==> config.mk <==
export PLATFORM = sky130hd
export DESIGN_NAME = form_urlencoded_stream_decoder_top
export DESIGN_NICKNAME = d
export VERILOG_FILES = /design/src/hdl/fud_pkg.sv /design/src/hdl/form_urlencoded_stream_decoder_top.sv /design/src/hdl/fud_front.sv /design/src/hdl/fud_queue.sv /design/src/hdl/fud_back.sv
export SDC_FILE = /design/constraint.sdc
export NUM_CORES = 1
export LEC_CHECK = 0
export BUFFER_PORTS_ARGS = -buffer_cell sky130_fd_sc_hd__buf_2
export CAP_MARGIN = 20
export CORE_MARGIN = 2
export CORE_UTILIZATION = 25
export CTS_CLUSTER_SIZE = 28
export DETAILED_ROUTE_END_ITERATION = 7
export GPL_ROUTABILITY_DRIVEN = 0
export HOLD_SLACK_MARGIN = 0.03
export PLACE_DENSITY = 0.42
export SYNTH_ARGS = -nofsm -noshare
export SYNTH_HDL_FRONTEND = slang
export SYNTH_SLANG_ARGS = --single-unit
==> constraint.sdc <==
create_clock -name clk -period 4 [get_ports clk]
set_input_delay 0.8 -clock clk [delete_from_list [all_inputs] [get_ports clk]]
set_output_delay 0.8 -clock clk [all_outputs]
set_load 0.02 [all_outputs]
==> src/hdl/fud_pkg.sv <==
// shared types and constants for the form-urlencoded stream decoder
// no dependencies; used by every module of the decoder
package fud_pkg;

	// parser position within the string
	typedef enum logic [1:0] {
		MODE_EXPECT = 2'd0,
		MODE_NAME   = 2'd1,
		MODE_VALUE  = 2'd2
	} mode_t;

	// result kinds on the output tuser
	typedef enum logic [2:0] {
		KIND_NAME_BYTE  = 3'd0,
		KIND_VALUE_BYTE = 3'd1,
		KIND_NAME_END   = 3'd2,
		KIND_PARAM_END  = 3'd3,
		KIND_STRING_END = 3'd4
	} kind_t;

	localparam logic [7:0] CH_PCT   = 8'h25;
	localparam logic [7:0] CH_PLUS  = 8'h2b;
	localparam logic [7:0] CH_EQ    = 8'h3d;
	localparam logic [7:0] CH_AMP   = 8'h26;
	localparam logic [7:0] CH_SPACE = 8'h20;
	localparam logic [7:0] CH_ZERO  = 8'h30;
	localparam logic [7:0] CH_NINE  = 8'h39;
	localparam logic [7:0] CH_UP_A  = 8'h41;
	localparam logic [7:0] CH_UP_F  = 8'h46;
	localparam logic [7:0] CH_LO_A  = 8'h61;
	localparam logic [7:0] CH_LO_F  = 8'h66;
	localparam logic [7:0] HEX_ALPHA_BASE = 8'd10;

	localparam int MAX_DATA = 3;

	// everything one input byte produces: data bytes first, then markers in fixed order
	typedef struct packed {
		logic [1:0]                   n_data;
		logic [MAX_DATA-1:0][7:0]     data;
		logic                         is_value;
		logic                         name_end;
		logic                         param_end;
		logic                         str_end;
	} cmd_t;

endpackage

==> src/hdl/form_urlencoded_stream_decoder_top.sv <==
// Form-urlencoded stream decoder. Takes one encoded byte per cycle on the slave
// stream while s_tready is high and returns decoded name and value bytes plus name
// end, parameter end and string end markers on the master stream, one result item
// per cycle while m_tready is high; m_tlast marks the last item caused by an input
// byte. A byte yields k items (k is 0 to 6); the command queue of QUEUE_DEPTH
// entries between the parser and the output expander absorbs such bursts, so input
// keeps flowing at one byte per cycle while the queue has room and the average
// output is at most one item per byte. The first item of a byte passes through a
// queue entry, the back end's cur_q and the output register. No reset sweep.
// depends on fud_pkg, fud_front, fud_queue, fud_back
module form_urlencoded_stream_decoder_top #(
	parameter int QUEUE_DEPTH = 4
) (
	input  logic       clk,
	input  logic       arst_n,
	input  logic       s_tvalid,
	output logic       s_tready,
	input  logic [7:0] s_tdata,   // in_byte
	input  logic       s_tlast,   // in_last
	output logic       m_tvalid,
	input  logic       m_tready,
	output logic [7:0] m_tdata,   // out_byte
	output logic [2:0] m_tuser,   // out_kind
	output logic       m_tlast    // run_end
);
	import fud_pkg::*;

	cmd_t f_cmd, q_cmd;
	logic f_valid, f_ready, q_valid, q_ready;

	fud_front u_front (
		.clk       (clk),
		.arst_n    (arst_n),
		.s_tvalid  (s_tvalid),
		.s_tready  (s_tready),
		.s_tdata   (s_tdata),
		.s_tlast   (s_tlast),
		.cmd_valid (f_valid),
		.cmd_ready (f_ready),
		.cmd       (f_cmd)
	);

	fud_queue #(
		.DEPTH (QUEUE_DEPTH)
	) u_queue (
		.clk       (clk),
		.arst_n    (arst_n),
		.in_valid  (f_valid),
		.in_ready  (f_ready),
		.in_cmd    (f_cmd),
		.out_valid (q_valid),
		.out_ready (q_ready),
		.out_cmd   (q_cmd)
	);

	fud_back u_back (
		.clk       (clk),
		.arst_n    (arst_n),
		.cmd_valid (q_valid),
		.cmd_ready (q_ready),
		.cmd       (q_cmd),
		.m_tvalid  (m_tvalid),
		.m_tready  (m_tready),
		.m_tdata   (m_tdata),
		.m_tuser   (m_tuser),
		.m_tlast   (m_tlast)
	);

endmodule

==> src/hdl/fud_front.sv <==
// front end: accepts encoded bytes, tracks parse mode and held escape digits,
// and turns each byte into at most one command; depends on fud_pkg
module fud_front (
	input  logic          clk,
	input  logic          arst_n,
	input  logic          s_tvalid,
	output logic          s_tready,
	input  logic [7:0]    s_tdata,   // in_byte
	input  logic          s_tlast,   // in_last
	output logic          cmd_valid,
	input  logic          cmd_ready,
	output fud_pkg::cmd_t cmd
);
	import fud_pkg::*;

	typedef struct packed {
		logic [1:0]       n;
		logic [2:0][7:0]  db;
		logic [1:0]       cnt;
		logic [7:0]       dig;
	} acc_t;

	mode_t      mode_q;
	logic [1:0] pend_cnt_q;
	logic [7:0] pend_digit_q;

	mode_t      mode_d;
	acc_t       acc;
	logic       dval, ne, pe, se;
	logic       accept;

	function automatic logic is_hex(logic [7:0] c);
		return (c >= CH_ZERO && c <= CH_NINE) || (c >= CH_UP_A && c <= CH_UP_F)
			|| (c >= CH_LO_A && c <= CH_LO_F);
	endfunction

	function automatic logic [3:0] hex_val(logic [7:0] c);
		logic [7:0] v;
		if (c >= CH_ZERO && c <= CH_NINE) begin
			v = c - CH_ZERO;
		end else if (c >= CH_LO_A && c <= CH_LO_F) begin
			v = c - CH_LO_A + HEX_ALPHA_BASE;
		end else begin
			v = c - CH_UP_A + HEX_ALPHA_BASE;
		end
		return v[3:0];
	endfunction

	function automatic acc_t push(acc_t a, logic [7:0] v);
		acc_t r;
		r = a;
		if (r.n != 2'd3) begin
			r.db[r.n] = v;
			r.n = r.n + 2'd1;
		end
		return r;
	endfunction

	// held escape bytes go out literally
	function automatic acc_t flush(acc_t a);
		acc_t r;
		r = a;
		if (r.cnt != 2'd0) begin
			r = push(r, CH_PCT);
		end
		if (r.cnt >= 2'd2) begin
			r = push(r, r.dig);
		end
		r.cnt = 2'd0;
		r.dig = 8'd0;
		return r;
	endfunction

	function automatic acc_t data_byte(acc_t a, logic [7:0] c);
		acc_t r;
		r = a;
		if (r.cnt == 2'd1 && is_hex(c)) begin
			r.dig = c;
			r.cnt = 2'd2;
		end else if (r.cnt >= 2'd2 && is_hex(c)) begin
			r = push(r, {hex_val(r.dig), hex_val(c)});
			r.cnt = 2'd0;
			r.dig = 8'd0;
		end else begin
			// a broken escape is flushed, then the byte is handled afresh
			r = flush(r);
			if (c == CH_PCT) begin
				r.cnt = 2'd1;
			end else begin
				r = push(r, (c == CH_PLUS) ? CH_SPACE : c);
			end
		end
		return r;
	endfunction

	always_comb begin
		acc.n   = 2'd0;
		acc.db  = '0;
		acc.cnt = pend_cnt_q;
		acc.dig = pend_digit_q;
		mode_d  = mode_q;
		ne = 1'b0;
		pe = 1'b0;
		se = 1'b0;

		if (mode_q != MODE_NAME && mode_q != MODE_VALUE) begin
			mode_d  = MODE_EXPECT;
			acc.cnt = 2'd0;
			acc.dig = 8'd0;
			if (s_tdata != CH_EQ && s_tdata != CH_AMP) begin
				mode_d = MODE_NAME;
			end
		end
		dval = (mode_d == MODE_VALUE);

		if (mode_d == MODE_NAME) begin
			if (s_tdata == CH_EQ) begin
				acc    = flush(acc);
				ne     = 1'b1;
				mode_d = MODE_VALUE;
			end else if (s_tdata == CH_AMP) begin
				acc    = flush(acc);
				ne     = 1'b1;
				pe     = 1'b1;
				mode_d = MODE_EXPECT;
			end else begin
				acc = data_byte(acc, s_tdata);
			end
		end else if (mode_d == MODE_VALUE) begin
			if (s_tdata == CH_AMP) begin
				acc    = flush(acc);
				pe     = 1'b1;
				mode_d = MODE_EXPECT;
			end else begin
				acc = data_byte(acc, s_tdata);
			end
		end

		if (s_tlast) begin
			if (mode_d == MODE_NAME) begin
				acc = flush(acc);
				ne  = 1'b1;
				pe  = 1'b1;
			end else if (mode_d == MODE_VALUE) begin
				acc = flush(acc);
				pe  = 1'b1;
			end
			se      = 1'b1;
			mode_d  = MODE_EXPECT;
			acc.cnt = 2'd0;
			acc.dig = 8'd0;
		end
	end

	assign cmd.n_data    = acc.n;
	assign cmd.data      = acc.db;
	assign cmd.is_value  = dval;
	assign cmd.name_end  = ne;
	assign cmd.param_end = pe;
	assign cmd.str_end   = se;

	// bytes that only change state never reach the queue
	assign s_tready  = cmd_ready;
	assign accept    = s_tvalid && s_tready;
	assign cmd_valid = s_tvalid && ((acc.n != 2'd0) || ne || pe || se);

	always_ff @(posedge clk or negedge arst_n) begin
		if (!arst_n) begin
			mode_q       <= MODE_EXPECT;
			pend_cnt_q   <= 2'd0;
			pend_digit_q <= 8'd0;
		end else if (accept) begin
			mode_q       <= mode_d;
			pend_cnt_q   <= acc.cnt;
			pend_digit_q <= acc.dig;
		end
	end

endmodule

==> src/hdl/fud_queue.sv <==
// short command queue between front and back end, register based
// depends on fud_pkg for the command type
module fud_queue #(
	parameter int DEPTH = 4
) (
	input  logic          clk,
	input  logic          arst_n,
	input  logic          in_valid,
	output logic          in_ready,
	input  fud_pkg::cmd_t in_cmd,
	output logic          out_valid,
	input  logic          out_ready,
	output fud_pkg::cmd_t out_cmd
);
	import fud_pkg::*;

	localparam int PW = (DEPTH > 1) ? $clog2(DEPTH) : 1;
	localparam int CW = $clog2(DEPTH + 1);
	localparam logic [PW-1:0] LAST_PTR = PW'(DEPTH - 1);
	localparam logic [CW-1:0] FULL_CNT = CW'(DEPTH);

	cmd_t          mem_q [DEPTH];
	logic [PW-1:0] wr_ptr_q, rd_ptr_q;
	logic [CW-1:0] count_q;
	logic          push, pop;

	assign in_ready  = (count_q != FULL_CNT);
	assign out_valid = (count_q != '0);
	assign out_cmd   = mem_q[rd_ptr_q];
	assign push      = in_valid && in_ready;
	assign pop       = out_valid && out_ready;

	always_ff @(posedge clk) begin
		if (push) begin
			mem_q[wr_ptr_q] <= in_cmd;
		end
	end

	always_ff @(posedge clk or negedge arst_n) begin
		if (!arst_n) begin
			wr_ptr_q <= '0;
			rd_ptr_q <= '0;
			count_q  <= '0;
		end else begin
			if (push) begin
				wr_ptr_q <= (wr_ptr_q == LAST_PTR) ? '0 : wr_ptr_q + PW'(1);
			end
			if (pop) begin
				rd_ptr_q <= (rd_ptr_q == LAST_PTR) ? '0 : rd_ptr_q + PW'(1);
			end
			if (push && !pop) begin
				count_q <= count_q + CW'(1);
			end else if (pop && !push) begin
				count_q <= count_q - CW'(1);
			end
		end
	end

endmodule

==> src/hdl/fud_back.sv <==
// back end: expands one command into its result items, one per cycle while the
// output register is free, into the output register; depends on fud_pkg
module fud_back (
	input  logic          clk,
	input  logic          arst_n,
	input  logic          cmd_valid,
	output logic          cmd_ready,
	input  fud_pkg::cmd_t cmd,
	output logic          m_tvalid,
	input  logic          m_tready,
	output logic [7:0]    m_tdata,   // out_byte
	output logic [2:0]    m_tuser,   // out_kind
	output logic          m_tlast    // run_end
);
	import fud_pkg::*;

	cmd_t       cur_q;
	logic       cur_vld_q;
	logic       out_vld_q;
	logic [7:0] out_byte_q;
	kind_t      out_kind_q;
	logic       out_last_q;

	cmd_t       cur_nxt;
	logic [7:0] item_byte;
	kind_t      item_kind;
	logic       item_last;
	logic       out_free, adv, load_cur;

	// take the front item off the command and leave the rest
	always_comb begin
		cur_nxt   = cur_q;
		item_byte = 8'd0;
		item_kind = KIND_STRING_END;
		if (cur_q.n_data != 2'd0) begin
			item_byte    = cur_q.data[0];
			item_kind    = cur_q.is_value ? KIND_VALUE_BYTE : KIND_NAME_BYTE;
			cur_nxt.data = {8'd0, cur_q.data[MAX_DATA-1:1]};
			cur_nxt.n_data = cur_q.n_data - 2'd1;
		end else if (cur_q.name_end) begin
			item_kind        = KIND_NAME_END;
			cur_nxt.name_end = 1'b0;
		end else if (cur_q.param_end) begin
			item_kind         = KIND_PARAM_END;
			cur_nxt.param_end = 1'b0;
		end else begin
			item_kind       = KIND_STRING_END;
			cur_nxt.str_end = 1'b0;
		end
		item_last = (cur_nxt.n_data == 2'd0) && !cur_nxt.name_end
			&& !cur_nxt.param_end && !cur_nxt.str_end;
	end

	assign out_free  = !out_vld_q || m_tready;
	assign adv       = cur_vld_q && out_free;
	assign load_cur  = !cur_vld_q || (adv && item_last);
	assign cmd_ready = load_cur;

	always_ff @(posedge clk or negedge arst_n) begin
		if (!arst_n) begin
			cur_vld_q <= 1'b0;
			out_vld_q <= 1'b0;
		end else begin
			if (load_cur) begin
				cur_vld_q <= cmd_valid;
			end
			if (out_free) begin
				out_vld_q <= adv;
			end
		end
	end

	always_ff @(posedge clk) begin
		if (load_cur) begin
			cur_q <= cmd;
		end else if (adv) begin
			cur_q <= cur_nxt;
		end
		if (adv) begin
			out_byte_q <= item_byte;
			out_kind_q <= item_kind;
			out_last_q <= item_last;
		end
	end

	assign m_tvalid = out_vld_q;
	assign m_tdata  = out_byte_q;
	assign m_tuser  = out_kind_q;
	assign m_tlast  = out_last_q;

endmodule

==> results of run 1 <==
sequential cells by signal (all words and copies together), names as in the netlist, 3 cells and up:
name,flops
u_back.m_tdata,8
u_front.pend_digit_q,8
u_back.m_tuser,3
u_back.cur_q,29
u_queue.mem_q,120
u_queue.count_q,3
layer usage:
layer  wire, um  share of wire (%)
met2       9090                 47
met3        792                4.1
met5          0                  0
met1       9090                 47
met4        378                2.0
critical path, delay by kind of cell, from the launching register on:
family / cells / cell delay [ns]
AO/OA/AOI/OAI: 2 / 0.27
adder cells (fa/ha/maj): 3 / 1.08
XOR/XNOR: 2 / 0.32
AND/OR/NAND/NOR: 4 / 1.21
buffers and inverters: 2 / 0.16
flip-flops: 1 / 0.48
layout make-up:
cell class | count | area, um^2
clock buffer | 18 | 429
clock inverter | 14 | 180
fill | 3262 | 23000
inverter | 15 | 56.3
multi-input combinational | 347 | 2750
sequential | 183 | 5390
tap | 442 | 553
timing repair buffer | 42 | 300
through the flow:
step,instances,utilization (%)
after CTS,1061,29.6
after detailed placement,1029,27.7
after global placement,1029,27.7
after global routing,1061,29.6
final,1061,29.6
after floorplan,575,-
power by group:
part	switching, W	internal [W]
clock network	0.000767	0.000951
logic	0.00103	0.000755
registers	0.000287	0.00274
total	0.00209	0.00444
how the worst max path moves through the flow:
stage	cells past startpoint	startpoint	end
after global placement	14	s_tdata[1]	u_queue.count_q[2]
after floorplan	11	s_tdata[0]	u_queue.mem_q[3][0]
after global routing	13	u_front.mode_q[0]	u_queue.count_q[2]
after CTS	13	u_front.mode_q[0]	u_queue.count_q[2]
after detailed placement	14	s_tdata[1]	u_queue.count_q[2]
final	13	u_front.mode_q[0]	u_queue.count_q[2]
Yosys cell counts, drive strengths merged, types with 6 or more instances:
cell	n	area, um^2
edfxtp	162	4860
nand2	69	259
mux4	30	676
o21ai	29	145
nor2	28	108
and2	27	169
clkbuf	25	93.8
dfrtp	21	526
ha	15	188
inv	15	56.3
a21oi	14	70.1
nor3	10	55.1
a22o	9	78.8
nand2b	6	37.5
nand3	6	30.0
or2	6	37.5
placed cells by master (no fill, tap or decap), drive strengths merged, types with 5 or more instances in the layout:
master and n:
a21o 5, a21oi 14, a221o 5, a22o 9
a22oi 5, a31oi 5, and2 27, buf 42
clkbuf 18, dfrtp 21, edfxtp 162, ha 15
inv 22, mux2 5, mux4 30, nand2 69
nand2b 6, nand3 6, nor2 28, nor3 10
o21ai 29, or2 6, xnor2 5
kinds of logic (layout without fill, tap and decap cells):
family                     after synthesis  count (layout)
muxes                                   37              37
xor gates and xnor gates                 8               8
buffers and inverters                   45              89
AOI/OAI and AO/OA                      104             104
DFF                                    183             183
adders and majority gates               17              17
and+or+nand+nor                        181             181
==> metrics.txt, run 1 <==
# TYPE chip_impl_metric gauge
chip_impl_info{name="outcome",value="finished, final reports clean"} 1
chip_impl_info{name="end_kind",value="flip-flop"} 1
chip_impl_metric{name="worstPathMaxFanout",unit=""} 10
chip_impl_metric{name="postSynthAreaPerCell",unit="um^2"} 14.5
chip_impl_metric{name="synth-xor-area-share",unit="%"} 0.843
chip_impl_metric{name="fin_hold_ws",unit="ns"} 0.361
chip_impl_metric{name="grt_pass1_wl",unit="um"} 30400
chip_impl_metric{name="post_cts.repair.setup_buffers",unit=""} 0
chip_impl_metric{name="place_worst_setup_slack",unit="ns"} 0.253
chip_impl_metric{name="grtUsageMet2",unit="%"} 18.5
chip_impl_metric{name="cts_made_buffers",unit=""} 17
chip_impl_info{name="min_path_type",value="in -> async"} 1
chip_impl_metric{name="dpl-instance-area",unit="um^2"} 9050
chip_impl_metric{name="p_leak",unit="nW"} 3.41
chip_impl_info{name="critical_path.reg2reg.startpoint",value="u_front.mode_q[0]"} 1
chip_impl_info{name="global_route.peak_usage_layer",value="met2"} 1
chip_impl_metric{name="cts.htree.levels",unit=""} 4
chip_impl_metric{name="synth.distinct_cells",unit=""} 66
chip_impl_metric{name="cts_hold_buf",unit=""} 0
chip_impl_info{name="ctsRootBufferMaster",value="sky130_fd_sc_hd__clkbuf_16"} 1
chip_impl_metric{name="cts_num_sinks",unit=""} 183
chip_impl_metric{name="floorplan.die_area",unit="um^2"} 34700
chip_impl_metric{name="drtAntennaViolNets",unit=""} 0
chip_impl_metric{name="postSynth.asyncResetShare",unit="%"} 11.5
chip_impl_metric{name="die_width",unit="um"} 186
chip_impl_metric{name="routed_wl",unit="um"} 19400
chip_impl_metric{name="final.period_utilization",unit="%"} 89.5
chip_impl_metric{name="antenna_violations_before_repair",unit=""} 0
chip_impl_metric{name="power.density_cell_area",unit="nW/um^2"} 676
chip_impl_metric{name="die_y",unit="um"} 186
chip_impl_metric{name="report.power.total",unit="W"} 0.00653
chip_impl_metric{name="grt_overflow",unit=""} 0
chip_impl_metric{name="gr-usage-met1",unit="%"} 15.3
chip_impl_metric{name="synth-seq-area-share",unit="%"} 64.8
chip_impl_info{name="grt_setup_unrepaired",value="false"} 1
chip_impl_metric{name="max_freq",unit="MHz"} 279
chip_impl_metric{name="portBuffers",unit=""} 26
chip_impl_metric{name="final_layout_size_suffix_gt1_share",unit="%"} 20.0
chip_impl_metric{name="cts_repair_resize_count",unit=""} 0
chip_impl_metric{name="grt_util_all_layers",unit="%"} 11.5
chip_impl_metric{name="layout_setup_ws",unit="ns"} 0.419
chip_impl_metric{name="worst_pin_slew",unit="ns"} 0.884
chip_impl_metric{name="setup_tns",unit="ns"} 0
chip_impl_metric{name="first_pass_iters",unit=""} 5
chip_impl_metric{name="critPathMaxStageDelay",unit="ns"} 0.57
chip_impl_metric{name="path_clk_slew",unit="ns"} 0.07
chip_impl_metric{name="grt_pass1_vias",unit=""} 5102
chip_impl_metric{name="postSynthRegisterBits",unit=""} 183
chip_impl_metric{name="critPathArrivalTime",unit="ns"} 3.94
chip_impl_metric{name="final_max_slew_viol_count",unit=""} 0
chip_impl_metric{name="power.ir.vdd_worst",unit="mV"} 0.272
chip_impl_metric{name="synth-edff-count",unit=""} 162
chip_impl_metric{name="worst_ep_required_time",unit="ns"} 4.35
chip_impl_info{name="critical_path.cell_chain",value="inv_1, ha_1, or3b_2, nand2_1, a211oi_1, or3_1, a31oi_4, ha_1, inv_1, fa_1, xor2_1, nor2_1, xor2_1"} 1
chip_impl_metric{name="worst_slew_margin_relative_to_its_limit",unit="%"} 41.1
chip_impl_metric{name="total_number_of_vias",unit=""} 4919
chip_impl_info{name="timing.critical_path.slowest_stage_cell",value="sky130_fd_sc_hd__or3b_2"} 1
chip_impl_metric{name="post-route-cell-area",unit="um^2"} 9660
chip_impl_metric{name="synth.area.mux_share",unit="%"} 9.14
chip_impl_metric{name="post_synth_instance_area",unit="um^2"} 8310
chip_impl_info{name="cts_tree",value="built"} 1
chip_impl_metric{name="initial_utilization",unit="%"} 25.5
chip_impl_metric{name="finalWorstPathRequiredPeriod",unit="ns"} 3.58
chip_impl_metric{name="design.final.nets",unit=""} 635
chip_impl_metric{name="gr-usage-met3",unit="%"} 2.44
chip_impl_metric{name="synth_compound_gate_area_share",unit="%"} 9.26
chip_impl_metric{name="dp.final_hpwl",unit="um"} 12700
chip_impl_metric{name="route.detailed.wl_per_inst",unit="um"} 18.2
chip_impl_metric{name="largest_net_degree_at_the_start_of_global_routing",unit=""} 53
chip_impl_metric{name="antenna_cells_inserted",unit=""} 0
chip_impl_info{name="ys_dominant_reg_cell",value="sky130_fd_sc_hd__edfxtp_1"} 1
chip_impl_metric{name="post_synth_fa_ha_maj_area_fraction",unit="%"} 2.62
chip_impl_metric{name="max-clock-path-buffers",unit=""} 2
chip_impl_metric{name="floorplan.core_area",unit="um^2"} 32600
chip_impl_metric{name="setup-violations-final",unit=""} 0
chip_impl_metric{name="synth_simple_gate_area_share",unit="%"} 11.2
chip_impl_metric{name="route.detailed.vias_per_inst",unit=""} 4.64
chip_impl_metric{name="layout-area-overhead-vs-synth",unit="%"} 16.2
chip_impl_metric{name="detailedRoute.firstIterationViolations",unit=""} 340
chip_impl_metric{name="pin_count",unit=""} 27
chip_impl_metric{name="row_cnt",unit=""} 66
chip_impl_metric{name="reg2reg_setup_slack",unit="ns"} 0.42
chip_impl_metric{name="max-cap-violations",unit=""} 0
chip_impl_metric{name="number_of_nets_in_the_synthesized_netlist",unit=""} 604
chip_impl_info{name="worst_setup_path_start_kind",value="flip-flop"} 1
chip_impl_metric{name="hold_violations_final",unit=""} 0
chip_impl_info{name="rr_endpoint",value="u_queue.count_q[2]"} 1
chip_impl_info{name="synth_top_family_by_area",value="simple AND/OR/NAND/NOR gates"} 1
chip_impl_metric{name="reg2regPathDepth",unit=""} 13
chip_impl_metric{name="clock_tree_skew_after_final_layout",unit="ns"} 0.0171
chip_impl_metric{name="ys_warn_count",unit=""} 0
chip_impl_metric{name="detail_route.drc_violations",unit=""} 0
chip_impl_metric{name="syn-instance-count",unit=""} 575
chip_impl_info{name="type_of_the_setup_path_with_the_least_slack",value="reg -> reg"} 1
chip_impl_metric{name="insertion_delay",unit="ns"} 0.43
No activity file was read; power rests on OpenSTA's default activity.
==> run 2, diff against run 1 <==
- RECOVER_POWER: unset -> 25
==> metrics.txt, run 2 (synthesis gave the netlist of run 1 again) <==
# TYPE chip_impl_metric gauge
chip_impl_info{name="outcome",value="finished, final reports clean"} 1
chip_impl_metric{name="total_number_of_vias",unit=""} 4919
chip_impl_metric{name="reg2regPathDepth",unit=""} 13
chip_impl_metric{name="layout-area-overhead-vs-synth",unit="%"} 15.8
chip_impl_info{name="end_kind",value="flip-flop"} 1
chip_impl_metric{name="row_cnt",unit=""} 66
chip_impl_metric{name="design.final.nets",unit=""} 635
chip_impl_metric{name="critPathMaxStageDelay",unit="ns"} 0.57
chip_impl_metric{name="grt_util_all_layers",unit="%"} 11.5
chip_impl_metric{name="antenna_violations_before_repair",unit=""} 0
chip_impl_info{name="critical_path.reg2reg.startpoint",value="u_front.mode_q[0]"} 1
chip_impl_metric{name="setup_tns",unit="ns"} 0
chip_impl_metric{name="cts.htree.levels",unit=""} 4
chip_impl_metric{name="die_y",unit="um"} 186
chip_impl_metric{name="cts_made_buffers",unit=""} 17
chip_impl_metric{name="grt_pass1_vias",unit=""} 5102
chip_impl_metric{name="power.density_cell_area",unit="nW/um^2"} 676
chip_impl_metric{name="cts_num_sinks",unit=""} 183
chip_impl_info{name="layout_common_cells",value="162 x sky130_fd_sc_hd__edfxtp_1, 69 x sky130_fd_sc_hd__nand2_1, 30 x sky130_fd_sc_hd__mux4_2, 27 x sky130_fd_sc_hd__nor2_1, 27 x sky130_fd_sc_hd__o21ai_0"} 1
chip_impl_metric{name="cts_hold_buf",unit=""} 0
chip_impl_metric{name="report.power.total",unit="W"} 0.00651
chip_impl_info{name="worst_setup_path_start_kind",value="flip-flop"} 1
chip_impl_metric{name="antenna_cells_inserted",unit=""} 0
chip_impl_info{name="min_path_type",value="reg -> reg"} 1
chip_impl_metric{name="finalWorstPathRequiredPeriod",unit="ns"} 3.58
chip_impl_info{name="hold_path_startpoint",value="u_queue.count_q[2]"} 1
chip_impl_metric{name="drtAntennaViolNets",unit=""} 0
chip_impl_info{name="cts_tree",value="built"} 1
chip_impl_info{name="worst_path_dominant_cell_family",value="simple AND/OR/NAND/NOR gates"} 1
chip_impl_metric{name="power.ir.vdd_worst",unit="mV"} 0.271
chip_impl_info{name="critPathLaunch",value="u_front.mode_q[0]"} 1
chip_impl_metric{name="max-cap-violations",unit=""} 0
chip_impl_metric{name="max-clock-path-buffers",unit=""} 2
chip_impl_metric{name="portBuffers",unit=""} 26
chip_impl_metric{name="pin_count",unit=""} 27
chip_impl_metric{name="route.detailed.wl_per_inst",unit="um"} 18.2
chip_impl_metric{name="detailedRoute.firstIterationViolations",unit=""} 352
chip_impl_metric{name="initial_utilization",unit="%"} 25.5
chip_impl_metric{name="largest_net_degree_at_the_start_of_global_routing",unit=""} 53
chip_impl_metric{name="setup-violations-final",unit=""} 0
chip_impl_info{name="timing.critical_path.slowest_stage_cell",value="sky130_fd_sc_hd__or3b_2"} 1
chip_impl_metric{name="final_layout_size_suffix_gt1_share",unit="%"} 17.0
chip_impl_metric{name="cts_repair_resize_count",unit=""} 0
chip_impl_metric{name="critPathBufInv",unit=""} 2
chip_impl_info{name="critical_path.cell_chain",value="inv_1, ha_1, or3b_2, nand2_1, a211oi_1, or3_1, a31oi_4, ha_1, inv_1, fa_1, xor2_1, nor2_1, xor2_1"} 1
chip_impl_metric{name="grt_overflow",unit=""} 0
chip_impl_info{name="ctsRootBufferMaster",value="sky130_fd_sc_hd__clkbuf_16"} 1
chip_impl_metric{name="path_clk_slew",unit="ns"} 0.07
chip_impl_metric{name="routed_wl",unit="um"} 19400
chip_impl_metric{name="worst_ep_required_time",unit="ns"} 4.35
chip_impl_metric{name="max_reg_flops",unit=""} 120
chip_impl_metric{name="worstPathMaxFanout",unit=""} 10
chip_impl_metric{name="hold_violations_final",unit=""} 0
chip_impl_info{name="type_of_the_setup_path_with_the_least_slack",value="reg -> reg"} 1
chip_impl_info{name="worstSetupEndpoint",value="u_queue.count_q[2]"} 1
chip_impl_info{name="most_frequent_standard_cell_in_the_layout_excluding_fill_and_tap_cells",value="sky130_fd_sc_hd__edfxtp_1"} 1
chip_impl_metric{name="place_worst_setup_slack",unit="ns"} 0.253
chip_impl_metric{name="finalNonFillerCells",unit=""} 1061
chip_impl_metric{name="grt_pass1_wl",unit="um"} 30400
chip_impl_metric{name="final.period_utilization",unit="%"} 89.4
chip_impl_metric{name="floorplan.core_area",unit="um^2"} 32600
chip_impl_metric{name="layout_setup_ws",unit="ns"} 0.424
chip_impl_info{name="largest_registers",value="u_queue.mem_q x120, u_back.cur_q x29"} 1
chip_impl_info{name="grt_setup_unrepaired",value="false"} 1
chip_impl_metric{name="worst_pin_slew",unit="ns"} 1.44
chip_impl_metric{name="route.detailed.vias_per_inst",unit=""} 4.64
chip_impl_metric{name="final_max_slew_viol_count",unit=""} 0
chip_impl_metric{name="post_cts.repair.setup_buffers",unit=""} 0
chip_impl_metric{name="first_pass_iters",unit=""} 5
chip_impl_info{name="top_register",value="u_queue.mem_q"} 1
chip_impl_info{name="rr_endpoint",value="u_queue.count_q[2]"} 1
chip_impl_metric{name="floorplan.die_area",unit="um^2"} 34700
chip_impl_metric{name="cp_num_cells",unit=""} 13
chip_impl_metric{name="clock_tree_skew_after_final_layout",unit="ns"} 0.0172
chip_impl_metric{name="max_freq",unit="MHz"} 280
chip_impl_metric{name="placedCellCount",unit=""} 1029
chip_impl_metric{name="critPathArrivalTime",unit="ns"} 3.93
chip_impl_metric{name="worst_slew_margin_relative_to_its_limit",unit="%"} 4.12
chip_impl_metric{name="p_leak",unit="nW"} 3.35
chip_impl_metric{name="dp.final_hpwl",unit="um"} 12700
chip_impl_metric{name="insertion_delay",unit="ns"} 0.43
chip_impl_metric{name="die_width",unit="um"} 186
chip_impl_metric{name="reg2reg_setup_slack",unit="ns"} 0.42
chip_impl_metric{name="detail_route.drc_violations",unit=""} 0
[run 2: per-layer routing]
| metal | global-route usage (%) | vias up | wire [um] |
|---|---|---|---|
| met3 | 2.44 | 25 | 775 |
| met2 | 18.5 | 126 | 9170 |
| li1 | - | 2254 | - |
| met4 | 3.88 | 0 | 330 |
| met1 | 15.3 | 2514 | 9080 |
| met5 | 0 | - | 0 |
[run 2: cell type report]
class                           count  area, um^2
Inverter                           15        56.3
Timing Repair Buffer               42         269
Multi-Input combinational cell    347        2750
Fill cell                        3274       23000
Clock inverter                     14         180
Tap cell                          442         553
Sequential cell                   183        5390
Clock buffer                       18         429
[run 2: per-stage QoR]
step / instance area (um^2) / util (%) / hold slack [ns]
finish: 9630 / 29.5 / 0.512
floorplan: 8310 / - / 0.453
global route: 9630 / 29.5 / 0.530
global placement: 9050 / 27.7 / 0.492
CTS: 9660 / 29.6 / 0.372
detailed placement: 9050 / 27.7 / 0.502
[run 2: how the worst min path moves through the flow]
stage | end | cells after the start
6_report | u_queue.count_q[2] | 1
4_1_cts | u_front.pend_digit_q[7] | 1
3_5_place_dp | u_front.mode_q[1] | 2
2_1_floorplan | u_front.mode_q[1] | 2
5_1_grt | u_queue.count_q[2] | 1
3_3_place_gp | u_front.mode_q[1] | 2
[run 2: report_power, final]
part           leakage, nW  switching (W)  internal (W)
combinational         1.23        0.00103      0.000732
clock                0.292       0.000767      0.000951
sequential            1.82       0.000290       0.00274
total                 3.35        0.00209       0.00442
==> run 3, diff against run 2 <==
- clock period: 4 -> 3.95 ns (I/O delays scaled with it)
==> metrics.txt, run 3 (synthesis gave the netlist of run 1 again) <==
# TYPE chip_impl_metric gauge
chip_impl_info{name="outcome",value="finished with violations"} 1
chip_impl_info{name="violations",value="capacitance limit, slew limit"} 1
chip_impl_metric{name="routed_wl",unit="um"} 19500
chip_impl_metric{name="max_freq",unit="MHz"} 274
chip_impl_metric{name="floorplan.core_area",unit="um^2"} 32600
chip_impl_info{name="top_register",value="u_queue.mem_q"} 1
chip_impl_metric{name="p_leak",unit="nW"} 3.34
chip_impl_metric{name="post-route-cell-area",unit="um^2"} 9630
chip_impl_metric{name="grt_overflow",unit=""} 0
chip_impl_metric{name="grt_pass1_wl",unit="um"} 30900
chip_impl_metric{name="pin_count",unit=""} 27
chip_impl_info{name="dr.max_layer_used",value="met4"} 1
chip_impl_metric{name="final_max_slew_viol_count",unit=""} 21
chip_impl_metric{name="max_reg_flops",unit=""} 120
chip_impl_metric{name="max-clock-path-buffers",unit=""} 2
chip_impl_metric{name="finalWorstPathRequiredPeriod",unit="ns"} 3.65
chip_impl_metric{name="num-fill-cells",unit=""} 3287
chip_impl_metric{name="worst_slew_margin_relative_to_its_limit",unit="%"} -0.228
chip_impl_metric{name="detailedRoute.firstIterationViolations",unit=""} 367
chip_impl_info{name="min_path_type",value="reg -> reg"} 1
chip_impl_metric{name="die_y",unit="um"} 186
chip_impl_info{name="layout_common_cells",value="162 x sky130_fd_sc_hd__edfxtp_1, 69 x sky130_fd_sc_hd__nand2_1, 30 x sky130_fd_sc_hd__mux4_2, 27 x sky130_fd_sc_hd__nor2_1, 27 x sky130_fd_sc_hd__o21ai_0"} 1
chip_impl_metric{name="max-cap-violations",unit=""} 1
chip_impl_metric{name="worst_ep_required_time",unit="ns"} 4.30
chip_impl_metric{name="wl_met1",unit="um"} 9220
chip_impl_metric{name="antenna_cells_inserted",unit=""} 0
chip_impl_metric{name="worst_pin_slew",unit="ns"} 1.50
chip_impl_metric{name="path_clk_slew",unit="ns"} 0.07
chip_impl_metric{name="detail_route.drc_violations",unit=""} 0
chip_impl_metric{name="row_cnt",unit=""} 66
chip_impl_metric{name="post_cts.repair.setup_buffers",unit=""} 0
chip_impl_metric{name="cts_made_buffers",unit=""} 17
chip_impl_metric{name="antenna_violations_before_repair",unit=""} 0
chip_impl_info{name="end_kind",value="flip-flop"} 1
chip_impl_metric{name="hold_violations_final",unit=""} 0
chip_impl_metric{name="route.detailed.wl_per_inst",unit="um"} 18.4
chip_impl_metric{name="clock_tree_skew_after_final_layout",unit="ns"} 0.0179
chip_impl_metric{name="drtAntennaViolNets",unit=""} 0
chip_impl_info{name="critical_path.cell_chain",value="inv_1, ha_1, or3b_2, nand2_1, a211oi_1, or3_1, a31oi_4, ha_1, inv_1, fa_1, xor2_1, nor2_1, xor2_1"} 1
chip_impl_metric{name="route.detailed.vias_per_inst",unit=""} 4.63
chip_impl_metric{name="floorplan.die_area",unit="um^2"} 34700
chip_impl_metric{name="design.final.nets",unit=""} 636
chip_impl_metric{name="dpl-instance-area",unit="um^2"} 9070
chip_impl_metric{name="cts_hold_buf",unit=""} 0
chip_impl_info{name="cts_tree",value="built"} 1
chip_impl_metric{name="cts_repair_resize_count",unit=""} 0
chip_impl_metric{name="critPathArrivalTime",unit="ns"} 4.00
chip_impl_metric{name="setup-violations-final",unit=""} 0
chip_impl_metric{name="power.density_cell_area",unit="nW/um^2"} 683
chip_impl_info{name="most_frequent_standard_cell_in_the_layout_excluding_fill_and_tap_cells",value="sky130_fd_sc_hd__edfxtp_1"} 1
chip_impl_metric{name="final.period_utilization",unit="%"} 92.5
chip_impl_metric{name="insertion_delay",unit="ns"} 0.43
chip_impl_metric{name="final_layout_size_suffix_gt1_share",unit="%"} 17.1
chip_impl_info{name="timing.critical_path.slowest_stage_cell",value="sky130_fd_sc_hd__or3b_2"} 1
chip_impl_metric{name="wl_met3",unit="um"} 823
chip_impl_metric{name="critPathMaxStageDelay",unit="ns"} 0.57
chip_impl_metric{name="first_pass_iters",unit=""} 5
chip_impl_metric{name="grt_pass1_vias",unit=""} 5173
chip_impl_info{name="type_of_the_setup_path_with_the_least_slack",value="reg -> reg"} 1
chip_impl_info{name="grt_setup_unrepaired",value="false"} 1
chip_impl_metric{name="setup_tns",unit="ns"} 0
chip_impl_metric{name="die_width",unit="um"} 186
chip_impl_info{name="largest_registers",value="u_queue.mem_q x120, u_back.cur_q x29"} 1
chip_impl_metric{name="power.ir.vdd_worst",unit="mV"} 0.309
chip_impl_metric{name="largest_net_degree_at_the_start_of_global_routing",unit=""} 34
chip_impl_metric{name="portBuffers",unit=""} 26
chip_impl_metric{name="grt_util_all_layers",unit="%"} 11.7
chip_impl_metric{name="dp.final_hpwl",unit="um"} 13000
chip_impl_metric{name="initial_utilization",unit="%"} 25.5
chip_impl_info{name="ctsRootBufferMaster",value="sky130_fd_sc_hd__clkbuf_16"} 1
chip_impl_info{name="worst_setup_path_start_kind",value="flip-flop"} 1
chip_impl_metric{name="cts_num_sinks",unit=""} 183
chip_impl_metric{name="cts.htree.levels",unit=""} 4
chip_impl_metric{name="met2_length",unit="um"} 9070
chip_impl_metric{name="report.power.total",unit="W"} 0.00658
chip_impl_metric{name="layout-area-overhead-vs-synth",unit="%"} 15.8
chip_impl_metric{name="worstPathMaxFanout",unit=""} 9
chip_impl_metric{name="total_number_of_vias",unit=""} 4918
## run 3: power breakdown
group	total (W)	switching, W	internal [W]
Sequential	0.00301	0.000239	0.00277
Clock	0.00169	0.000779	0.000912
Combinational	0.00188	0.00112	0.000761
Total	0.00658	0.00213	0.00444
## run 3: final cells by class
cell class                 instances  area, um^2  share of cell area, %
sequential                       183        5390                   56.0
multi-input combinational        347        2750                   28.5
tap                              442         553                   5.75
clock buffer                      18         439                   4.56
timing repair buffer              43         285                   2.96
clock inverter                    14         151                   1.57
inverter                          15        56.3                  0.585
## run 3: final timing paths
check	from	endpoint	slack, ns	cells past startpoint
worst max register to register	u_front.mode_q[0]	u_queue.count_q[2]	0.30	13
worst min-delay path	u_front.mode_q[1]	u_front.mode_q[1]	0.51	2
min in group asynchronous	arst_n	u_front.pend_digit_q[2]	0.71	1
worst min register to register	u_front.mode_q[1]	u_front.mode_q[1]	0.51	2
max in group asynchronous	arst_n	u_queue.rd_ptr_q[1]	2.25	1
worst max-delay path	u_front.mode_q[0]	u_queue.count_q[2]	0.30	13
## run 3: metal layers
layer	up-vias	track usage (%)
met5	-	0
met4	0	4.15
met3	28	2.54
met2	135	18.4
met1	2491	15.8
li1	2264	-
## run 3: metrics by stage
stage / hold slack (ns) / util, % / instances / setup slack [ns]
global route: 0.535 / 29.5 / 1062 / 0.0433
detailed placement: 0.493 / 27.8 / 1030 / 0.221
finish: 0.512 / 29.5 / 1062 / 0.298
floorplan: 0.453 / - / 575 / 0.237
global placement: 0.492 / 27.8 / 1030 / 0.266
CTS: 0.380 / 29.6 / 1062 / 0.353
## run 3: critical path: cells and delay by family, from the launching register on
kind	cells	cell delay, ns
buf+inv	2	0.17
xor+xnor	2	0.33
simple gates	4	1.23
fa+ha+maj	3	1.10
flops	1	0.48
compound gates	2	0.27
